File: config.mk
export PLATFORM = sky130hd
export DESIGN_NAME = kmp_stream_matcher_top
export DESIGN_NICKNAME = d
export VERILOG_FILES = /design/src/rtl/kmp_pkg.sv /design/src/rtl/kmp_stream_matcher_top.sv /design/src/rtl/kmp_ram.sv /design/src/rtl/kmp_engine.sv
export SDC_FILE = /design/constraint.sdc
export NUM_CORES = 1
export LEC_CHECK = 0
export ABC_AREA = 1
export ABC_CLOCK_PERIOD_IN_PS = 5100
export BUFFER_PORTS_ARGS = -buffer_cell sky130_fd_sc_hd__buf_2
export CORE_MARGIN = 2
export CORE_UTILIZATION = 25
export DETAILED_ROUTE_END_ITERATION = 10
export SYNTH_ARGS = -nofsm -noshare
export SYNTH_HDL_FRONTEND = slang
export SYNTH_SLANG_ARGS = --single-unit
File: constraint.sdc
create_clock -name clock -period 5.1 [get_ports clock]
set_input_delay 0.51 -clock clock [delete_from_list [all_inputs] [get_ports clock]]
set_output_delay 0.51 -clock clock [all_outputs]
set_load 0.02 [all_outputs]
File: src/rtl/kmp_pkg.sv
// Shared types and constants for the streaming prefix-table string matcher.
`default_nettype none

package kmp_pkg;

   localparam int MAX_PATTERN = 64;
   localparam int IDX_W       = (MAX_PATTERN > 1) ? $clog2(MAX_PATTERN) : 1;
   localparam int LEN_W       = $clog2(MAX_PATTERN + 1);
   localparam int POS_W       = 32;

   localparam logic [1:0] ACT_CLEAR  = 2'd0;
   localparam logic [1:0] ACT_APPEND = 2'd1;
   localparam logic [1:0] ACT_TEXT   = 2'd2;

   localparam logic [1:0] STATUS_OK    = 2'd0;
   localparam logic [1:0] STATUS_FULL  = 2'd1;
   localparam logic [1:0] STATUS_EMPTY = 2'd2;

   typedef struct packed {
      logic [1:0] action;
      logic [7:0] data_byte;
   } req_type;

   typedef struct packed {
      logic             match_found;
      logic [POS_W-1:0] match_position;
      logic [1:0]       status;
   } rsp_type;

   // Finished result handed from the engine to the output stage.
   typedef struct packed {
      logic    valid;
      rsp_type rsp;
   } done_type;

endpackage

`default_nettype wire

File: src/rtl/kmp_stream_matcher_top.sv
// Top level of the streaming prefix-table string matcher with its output register.
//
//   channel  direction  handshake               beat
//   req      in         req_valid / req_ready   action, data_byte
//   rsp      out        rsp_valid / rsp_ready   match_found, match_position, status
//
// Clear, append to an empty or full pattern, text on an empty pattern and unused
// actions finish in the cycle they are accepted. A text byte or an append to a
// non-empty pattern takes one test step plus one per prefix-table fallback: each step is
// one registered read of the pattern and prefix RAMs. Synchronous reset clears
// the lengths, match length and position; the RAMs need no clearing pass. While a
// result waits in the output register the next beat is still taken; the engine
// parks a second result and holds off input until the register drains.
`default_nettype none

module kmp_stream_matcher_top (
   input  wire logic             clock,
   input  wire logic             reset,
   input  wire logic             req_valid,
   output logic                  req_ready,
   input  wire kmp_pkg::req_type req_payload,
   output logic                  rsp_valid,
   input  wire logic             rsp_ready,
   output kmp_pkg::rsp_type      rsp_payload
);

   import kmp_pkg::*;

   logic     rsp_valid_ff, rsp_valid_in;
   rsp_type  rsp_ff, rsp_in;
   logic     slot_free;
   done_type done;

   // The register is free when empty or when its beat leaves this cycle.
   assign slot_free = !rsp_valid_ff || rsp_ready;

   kmp_engine u_engine (
      .clock       (clock),
      .reset       (reset),
      .req_valid   (req_valid),
      .req_payload (req_payload),
      .req_ready   (req_ready),
      .slot_free   (slot_free),
      .done        (done)
   );

   always_comb begin
      rsp_valid_in = rsp_valid_ff;
      rsp_in       = rsp_ff;
      if (done.valid) begin
         // load a new beat; the engine only offers one when the slot is free
         rsp_valid_in = 1'b1;
         rsp_in       = done.rsp;
      end else if (rsp_ready) begin
         rsp_valid_in = 1'b0;
      end
   end

   always_ff @(posedge clock) begin
      if (reset) begin
         rsp_valid_ff <= 1'b0;
      end else begin
         rsp_valid_ff <= rsp_valid_in;
      end
   end

   always_ff @(posedge clock) begin
      rsp_ff <= rsp_in;
   end

   assign rsp_valid   = rsp_valid_ff;
   assign rsp_payload = rsp_ff;

endmodule

`default_nettype wire

File: src/rtl/kmp_ram.sv
// Generic single-write, single-read synchronous RAM with registered read data.
`default_nettype none

module kmp_ram #(
   parameter int WIDTH = 8,
   parameter int DEPTH = 64,
   localparam int ADDR_W = (DEPTH > 1) ? $clog2(DEPTH) : 1
) (
   input  wire logic              clock,
   input  wire logic              wr_en,
   input  wire logic [ADDR_W-1:0] wr_addr,
   input  wire logic [WIDTH-1:0]  wr_data,
   input  wire logic [ADDR_W-1:0] rd_addr,
   output logic      [WIDTH-1:0]  rd_data
);

   logic [WIDTH-1:0] mem [DEPTH];

   always_ff @(posedge clock) begin
      if (wr_en) begin
         mem[wr_addr] <= wr_data;
      end
   end

   always_ff @(posedge clock) begin
      rd_data <= mem[rd_addr];
   end

endmodule

`default_nettype wire

File: src/rtl/kmp_engine.sv
// Sequencer: pattern append, prefix build and text matching over the two RAMs.
`default_nettype none

module kmp_engine (
   input  wire logic              clock,
   input  wire logic              reset,
   input  wire logic              req_valid,
   input  wire kmp_pkg::req_type  req_payload,
   output logic                   req_ready,
   input  wire logic              slot_free,
   output kmp_pkg::done_type      done
);

   import kmp_pkg::*;

   typedef enum logic [2:0] {
      ST_IDLE = 3'b001,
      ST_TEST = 3'b010,
      ST_HOLD = 3'b100
   } state_type;

   state_type        state_ff, state_in;
   logic [LEN_W-1:0] len_ff, len_in;
   logic [LEN_W-1:0] build_ff, build_in;
   logic [LEN_W-1:0] match_ff, match_in;
   logic [POS_W-1:0] pos_ff, pos_in;
   logic [LEN_W-1:0] k_ff, k_in;
   logic [7:0]       c_ff, c_in;
   logic             text_ff, text_in;
   rsp_type          pend_ff, pend_in;

   logic [LEN_W-1:0] rd_k;
   logic [LEN_W-1:0] rd_km1;
   logic [7:0]       pat_rdata;
   logic [LEN_W-1:0] pref_rdata;
   logic             wr_en;
   logic [7:0]       wr_pat;
   logic [LEN_W-1:0] wr_pref;
   logic             fin;
   rsp_type          fin_rsp;
   logic             eq;
   logic             k_lt;
   logic [LEN_W-1:0] j;

   assign rd_km1    = rd_k - LEN_W'(1);
   assign req_ready = (state_ff == ST_IDLE);
   assign eq        = (pat_rdata == c_ff);
   assign k_lt      = (k_ff < len_ff);
   assign j         = (k_lt && eq) ? k_ff + LEN_W'(1) : k_ff;

   kmp_ram #(.WIDTH(8), .DEPTH(MAX_PATTERN)) u_pattern (
      .clock   (clock),
      .wr_en   (wr_en),
      .wr_addr (len_ff[IDX_W-1:0]),
      .wr_data (wr_pat),
      .rd_addr (rd_k[IDX_W-1:0]),
      .rd_data (pat_rdata)
   );

   kmp_ram #(.WIDTH(LEN_W), .DEPTH(MAX_PATTERN)) u_prefix (
      .clock   (clock),
      .wr_en   (wr_en),
      .wr_addr (len_ff[IDX_W-1:0]),
      .wr_data (wr_pref),
      .rd_addr (rd_km1[IDX_W-1:0]),
      .rd_data (pref_rdata)
   );

   always_comb begin
      state_in = state_ff;
      len_in   = len_ff;
      build_in = build_ff;
      match_in = match_ff;
      pos_in   = pos_ff;
      k_in     = k_ff;
      c_in     = c_ff;
      text_in  = text_ff;
      pend_in  = pend_ff;
      rd_k     = k_ff;
      wr_en    = 1'b0;
      wr_pat   = c_ff;
      wr_pref  = '0;
      fin      = 1'b0;
      fin_rsp  = '0;
      done     = '0;

      case (state_ff)
         ST_IDLE: begin
            if (req_valid) begin
               c_in = req_payload.data_byte;
               case (req_payload.action)
                  ACT_CLEAR: begin
                     len_in   = '0;
                     build_in = '0;
                     match_in = '0;
                     pos_in   = '0;
                     fin      = 1'b1;
                  end
                  ACT_APPEND: begin
                     if (len_ff >= LEN_W'(MAX_PATTERN)) begin
                        fin_rsp.status = STATUS_FULL;
                        fin            = 1'b1;
                     end else if (len_ff == '0) begin
                        // first byte: prefix entry is zero, no search
                        wr_en    = 1'b1;
                        wr_pat   = req_payload.data_byte;
                        len_in   = LEN_W'(1);
                        build_in = '0;
                        fin      = 1'b1;
                     end else begin
                        text_in  = 1'b0;
                        k_in     = build_ff;
                        rd_k     = build_ff;
                        state_in = ST_TEST;
                     end
                  end
                  ACT_TEXT: begin
                     if (len_ff == '0) begin
                        fin_rsp.status = STATUS_EMPTY;
                        fin            = 1'b1;
                     end else begin
                        pos_in   = (pos_ff == '1) ? pos_ff : pos_ff + POS_W'(1);
                        text_in  = 1'b1;
                        k_in     = match_ff;
                        rd_k     = match_ff;
                        state_in = ST_TEST;
                     end
                  end
                  default: begin
                     fin = 1'b1;
                  end
               endcase
            end
         end
         ST_TEST: begin
            if (k_ff == '0 || !k_lt || eq) begin
               fin = 1'b1;
               if (text_ff) begin
                  if (j == len_ff) begin
                     // full match: fall back to the last prefix entry
                     fin_rsp.match_found    = 1'b1;
                     fin_rsp.match_position = pos_ff - POS_W'(len_ff) + POS_W'(1);
                     match_in               = build_ff;
                  end else begin
                     match_in = j;
                  end
               end else begin
                  wr_en    = 1'b1;
                  wr_pref  = j;
                  build_in = j;
                  len_in   = len_ff + LEN_W'(1);
               end
            end else begin
               // mismatch: follow the prefix entry, read again next cycle
               k_in = pref_rdata;
               rd_k = pref_rdata;
            end
         end
         ST_HOLD: begin
            if (slot_free) begin
               done.valid = 1'b1;
               done.rsp   = pend_ff;
               state_in   = ST_IDLE;
            end
         end
         default: begin
            state_in = ST_IDLE;
         end
      endcase

      if (fin) begin
         if (slot_free) begin
            done.valid = 1'b1;
            done.rsp   = fin_rsp;
            state_in   = ST_IDLE;
         end else begin
            pend_in  = fin_rsp;
            state_in = ST_HOLD;
         end
      end
   end

   always_ff @(posedge clock) begin
      if (reset) begin
         state_ff <= ST_IDLE;
         len_ff   <= '0;
         build_ff <= '0;
         match_ff <= '0;
         pos_ff   <= '0;
      end else begin
         state_ff <= state_in;
         len_ff   <= len_in;
         build_ff <= build_in;
         match_ff <= match_in;
         pos_ff   <= pos_in;
      end
   end

   always_ff @(posedge clock) begin
      k_ff    <= k_in;
      c_ff    <= c_in;
      text_ff <= text_in;
      pend_ff <= pend_in;
   end

`ifndef NO_ASSERTIONS
   a_search_in_range: assert property (@(posedge clock) disable iff (reset)
      (state_ff == ST_TEST) |-> (k_ff < len_ff))
      else $error("search index reached pattern length");

   a_match_below_len: assert property (@(posedge clock) disable iff (reset)
      (len_ff != '0) |-> (match_ff < len_ff && build_ff < len_ff))
      else $error("match or build length not below pattern length");

   a_empty_clean: assert property (@(posedge clock) disable iff (reset)
      (len_ff == '0) |-> (match_ff == '0 && build_ff == '0))
      else $error("stale match state with empty pattern");

   a_write_grows: assert property (@(posedge clock) disable iff (reset)
      wr_en |=> (len_ff == $past(len_ff) + LEN_W'(1)))
      else $error("store write without pattern growth");
`endif

endmodule

`default_nettype wire
# Word-level counts from Yosys, hierarchy flattened
# Memories as Yosys holds them, arrays and structs flattened. A register that Yosys moved wholly into a read port is not among the register bits.
# Index checks and enable logic that the tools add are counted.
# W data, S select, Z words.
totals:
  n_memories: 2
  mem_bits_rw: 960
  wordCells: 151
  inputBits: 14
  ff_bits: 143
  output_inout_bits: 37
op_classes:
  n_eq_ne: 25
  order_cmp: 2
  bitwise_logic: 1
  mux: 80
  n_addsub: 6
  n_reduce_logical: 20
memory_table:
  columns: ["name", "words", "word_bits", "rd", "rd_clocked_by_memory_dff", "write_ports", "line_no", "rtl"]
  rows:
  - ["u_engine.u_pattern.mem", 64, 8, 1, 1, 1, "kmp_ram.sv:17", "logic [WIDTH-1:0] mem [DEPTH];"]
  - ["u_engine.u_prefix.mem", 64, 7, 1, 1, 1, "kmp_ram.sv:17", null]
ops:
  columns: ["op", "count"]
  rows:
  - ["$mux W7", 24]
  - ["$mux W36", 4]
  - ["$mux W33", 4]
  - ["$pmux W7 S2", 7]
  - ["$add A32 B1 Y32 const B", 2]
  - ["$mux W32", 2]
  - ["$pmux W32 S2", 1]
  - ["$mux W8", 5]
  - ["$eq A32 B32 Y1 const B", 1]
  - ["$sub A32 B7 Y32", 1]
  - ["$mux W3", 6]
  - ["$mux W1", 17]
  - ["$reduce_and A5 Y1", 3]
  - ["$add A7 B1 Y7 const B", 2]
  - ["$logic_not A7 Y1", 2]
  - ["$ne A2 B2 Y1 const B", 6]
  - ["$ne A3 B2 Y1 const B", 3]
  - ["$pmux W3 S3", 1]
  - ["$eq A8 B8 Y1", 1]
  - ["$ne A2 B1 Y1 const B", 4]
  - ["$pmux W1 S2", 4]
  - ["$reduce_bool A2 Y1", 4]
  - ["$eq A7 B7 Y1", 1]
  - ["$ge A7 B7 Y1 const B", 1]
  - ["other kinds (22)", 28]

# Longest topological paths before layout
depth:
  ltp_word: 11
  mapped_depth: 29
  ltp_nobuf: 24

# By module
# Synthesis repeated with hierarchy kept, for this count alone.
unflattened:
  cells_unflattened: 4701
  area_unflattened_um2: 49530.0
by_module_without_submodules:
  columns: ["mod", "n_inst", "area_each_um2", "cells_per_inst"]
  rows:
  - ["kmp_ram at u_engine.u_pattern", 1, 21291.7, 1822]
  - ["kmp_ram at u_engine.u_prefix", 1, 18545.3, 1590]
  - ["kmp_engine", 1, 8599.5, 1249]
  - ["kmp_stream_matcher_top", 1, 1093.5, 40]

# Worst setup path before layout
# Ideal clock, no wire load.
synth_path:
  path_kind: "register to register"
  startpoint: "reg u_engine.len_ff[3]"
  endpoint: "reg rsp_ff, in the netlist rsp_payload[0] (enable)"
  synth_period_minus_slack_ns: 3.929
  setup_time_ns: 0.440
  path_slack_ns: 1.171
  arrival_time_ns: 3.489
  n_path_buf: 1
  stages_incl_launch_ff: 14
  required_ns: 4.660
  cell_sequence: "dfxtp_1 > clkbuf_1 > clkinv_1 > ha_1 > nand2_1 > nor2_1 > nand2_1 > nand2_2 > nor2_4 > nand2_4 > nand2_2 > nand2_1 > inv_1 > a21oi_1"
synth_rtl:
  columns: ["item", "line_no", "rtl"]
  rows:
  - ["start: declaration", "kmp_engine.sv:23", "logic [LEN_W-1:0] len_ff, len_in;"]
  - ["start signal: assignment", "kmp_engine.sv:192", "len_ff <= len_in;"]
  - ["end signal: assignment", "kmp_stream_matcher_top.sv:68", "rsp_ff <= rsp_in;"]
  - ["end: declaration", "kmp_stream_matcher_top.sv:30", "rsp_type rsp_ff, rsp_in;"]

# Worst setup path after layout
layout_path:
  startpoint: "reg u_engine.len_ff[3]"
  endpoint: "reg u_engine.u_prefix.rd_data[3], read port of u_engine.u_prefix.mem"
layout_between:
  elab_chain_cells: 7
  elab_cells_between_ends: 14
layout_lines:
  columns: ["item", "line_no", "rtl"]
  rows:
  - ["branches (longest 5 deep; another with $ge A7 B7 Y1)", null, null]
  - ["$pmux W7 S2 *", "kmp_engine.sv:87", "case (state_ff)"]
  - ["$sub A6 B1 Y6 *", "kmp_engine.sv:45", "assign rd_km1 = rd_k - LEN_W'(1);"]
  - ["end: declaration", "kmp_ram.sv:14", "output logic [WIDTH-1:0] rd_data"]
# Mark *: on every way between the ends.
# A chain may end at the register's enable or synchronous reset.

==> results.cfg <==
[critical_path]
crit_fanout = 42
critical_path_required_ns = 5.73
max_stage_delay_ns = 0.49
setup.worst_path.end_class = register
crit_type = reg -> reg
slowest_stage = dfxtp_1
cp.arrival_ns = 5.27
cp_cell_sequence = clkinv_1 > ha_1 > nand2_1 > nor2_1 > nand2_1 > nand2_2 > nor2_4 > nand2_4 > nand2_2 > nand2_4 > nand2_8 > nand2_8 > inv_4 > ha_4 > inv_1 > nand2_1 > nand2_2 > buf_12 > nand3_1 > nand3_1 > nand3_1 > nand3_1 > nand2_1
startpoint_type = register

[synth]
synth-seq-cells = 1118
netlist_instances = 5048
synth_nets = 5139
synth_area_leader_cell = edfxtp_1
yosysTopAreaCellShare_pct = 60.46
synth_warnings = 0
synthArstFlopShare_pct = 0
syn-mean-instance-area_um2 = 10.23
synth_flop_cell = edfxtp_1
synth.distinct_cells = 54
syn_area_um2 = 51660
ys_top_cells_by_area = edfxtp_1, nand3_1, nand2_1, inv_1, nand3b_1
synth.yosys.seq_area_share_pct = 63.48
synth-edff-count = 1040

[placement]
dpl.hpwl_um = 88740
dp_cells = 7658
dp_slack_ns = 0.5680
place_congestion = 0.9024
place_area_um2 = 55490
io_buffers = 50

[global_route]
antenna_found_initial = 2
grt_pass1_vias = 34540
grt_max_degree = 163
grt_pass1_wl_um = 224500
grt_use_total_pct = 13.82
grt-ovfl-total = 0

[cells_and_area]
nFillCells = 20970
final_area_um2 = 59440
final_util_pct = 28.99
nets = 5188
drive_gt1_share_pct = 8.685
syn_to_final_growth_pct = 15.06
instances_no_fill = 7882

[route]
postRouteAntennaNets = 0
via_per_inst = 4.669
num_vias = 36800
firstDrtPassIters = 8
wl_um = 149800
wl_per_cell_um = 19.01
drt_iter0_markers = 4817
drc = 0

[clock_network]
postCtsHoldBufs = 8
tritoncts = built
cts_setup_buffers = 0
numClockSinks = 1118
cts_made_buffers = 117
h-tree-depth = 3
clk_pin_slew_ns = 0.06
ctsLongestPathBuffers = 3
clk-insertion-delay-late_ns = 0.74
cts_root_buffer = clkbuf_16
cts_resized = 0

[timing]
post-route-period-util_pct = 91.02
max_slew_margin_pct = 18.74
clock_skew_ns = 0.03053
worst_pin_slew_ns = 1.219
timing.final.ws_setup_ns = 0.4581
setup_viol = 0
period_needed_ns = 4.642
finalMaxSlewViolations = 0
max_freq_ghz = 0.2154
final_hold_viol_count = 0
finalSetupTns_ns = 0
whs_ns = 0.2353
rsz0062_at_grt = no

[floorplan]
fp-row-count = 166
fp.coreArea_um2 = 205000
die_area_um2 = 210300
die_h_um = 458.6
io_pins = 51
fp.dieW_um = 458.6
initial_utilization_pct = 25.20

[run]
max-cap-violations = 0

[power]
ir_drop_mv = 0.2663
total_power_mw = 20.71
leakagePower_nw = 23.54
p_per_area_nw_per_um2 = 348.5

[min_path]
hold_class = in -> reg

[status]
run_status = complete, no violations
sequential cells by signal, summed over array words and instances (netlist names), 7 cells and up:
signal	count
u_engine.u_pattern.mem	512
u_engine.u_prefix.mem	448
rsp_payload	35
u_engine.pend_ff	35
u_engine.pos_ff	32
u_engine.c_ff	8
u_engine.u_pattern.rd_data	8
u_engine.build_ff	7
u_engine.k_ff	7
u_engine.len_ff	7
u_engine.match_ff	7
u_engine.u_prefix.rd_data	7
power by group:
| part | internal, mW | switching [mW] | total [mW] |
|---|---|---|---|
| clock | 5.04 | 3.68 | 8.72 |
| sequential | 10.3 | 0.0836 | 10.4 |
| combinational | 0.344 | 1.27 | 1.61 |
| total | 15.7 | 5.04 | 20.7 |
cells by family (layout without fill, tap and decap cells):
logic type / count (synthesis) / in the layout / share of synthesized area (%)
AO/OA/AOI/OAI: 204 / 204 / 2.345
flip-flops: 1118 / 1118 / 63.48
other: 0 / 1 / 0
buffers and inverters: 1098 / 1243 / 8.368
XOR/XNOR: 41 / 41 / 0.7242
AND/OR/NAND/NOR: 2506 / 2506 / 23.12
multiplexers: 4 / 4 / 0.08719
adder cells (fa/ha/maj): 77 / 77 / 1.880
worst max-delay path, delay by kind of cell, from the launching register on:
family	cells	cell delay, ns
flip-flops	1	0.49
adder cells (fa/ha/maj)	2	0.54
buffers and inverters	4	0.77
AND/OR/NAND/NOR	17	2.66
final cells by class:
type / instances / area [µm²] / share of cell area, %
diodes: 1 / 2.502 / 0.004210
clock buffers: 152 / 3129 / 5.265
clock inverters: 63 / 737.0 / 1.240
inverters: 836 / 3153 / 5.305
multi-input cells: 2832 / 14740 / 24.79
flip-flops and latches: 1118 / 32790 / 55.17
well taps: 2688 / 3363 / 5.658
repair buffers: 192 / 1524 / 2.564
metal layers:
metal / track usage (%) / wire length [µm] / up-vias
met5: 0 / 17 / -
met4: 4.382 / 4741 / 2
met3: 2.579 / 13940 / 251
met2: 21.07 / 65970 / 1690
met1: 19.70 / 65160 / 17770
li1: - / - / 17090
cells in the mapped netlist, types with 2 or more instances:
cell type	instances
nand3_1	1047
o21ai_1	5
edfxtp_1	1040
a21oi_1	88
nor2_4	4
nor3b_2	4
nor2_2	10
nand3b_1	242
nand2_1	951
nor4_1	5
inv_2	18
a211oi_1	5
dfxtp_1	78
a31oi_1	2
xor2_1	23
nand4_1	21
buf_1	24
xnor2_1	16
a21oi_2	4
xor2_2	2
nor3_1	41
clkbuf_1	115
buf_6	2
nor2_1	158
nand2_2	8
o21a_1	7
a21boi_0	3
inv_1	816
o211ai_1	2
ha_1	76
mux2_2	4
buf_2	106
nand3_2	4
clkinv_1	2
buf_4	14
o21bai_1	8
nand2_4	4
a221oi_1	2
o21ai_0	51
a22o_1	21
nor3b_1	2
cells in the final DEF (no fill, tap or decap), types with 5 or more instances in the layout:
cell type / n
nand3_1: 1046
edfxtp_1: 1040
nand2_1: 949
inv_1: 813
nand3b_1: 242
nor2_1: 148
buf_4: 119
clkbuf_16: 117
a21oi_1: 84
dfxtp_1: 78
ha_1: 75
o21ai_0: 51
buf_2: 50
nor3_1: 37
clkbuf_1: 28
xor2_1: 23
clkinv_2: 23
nand4_1: 21
a22o_1: 21
inv_2: 17
xnor2_1: 16
clkinv_1: 15
buf_12: 15
bufinv_16: 14
nor2_4: 12
nor2_2: 12
nand2_2: 8
o21bai_1: 8
dlygate4sd3_1: 8
o21a_1: 7
clkbuf_8: 7
nand3_2: 5
a21oi_4: 5
nor4_1: 5
o21ai_1: 5
a211oi_1: 5
clkinvlp_4: 5
path summary, 6_finish.rpt:
| path | startpoint | depth (start not counted) | slack (ns) | end |
|---|---|---|---|---|
| hold reg to reg | u_engine.match_ff[1] | 2 | 0.47 | u_engine.match_ff[1] |
| setup reg to reg | u_engine.len_ff[3] | 23 | 0.46 | u_engine.u_prefix.rd_data[3] |
| setup / recovery | u_engine.len_ff[3] | 23 | 0.46 | u_engine.u_prefix.rd_data[3] |
| hold / removal | rsp_ready | 4 | 0.24 | rsp_valid |
Power figures use the tool's default switching activity.
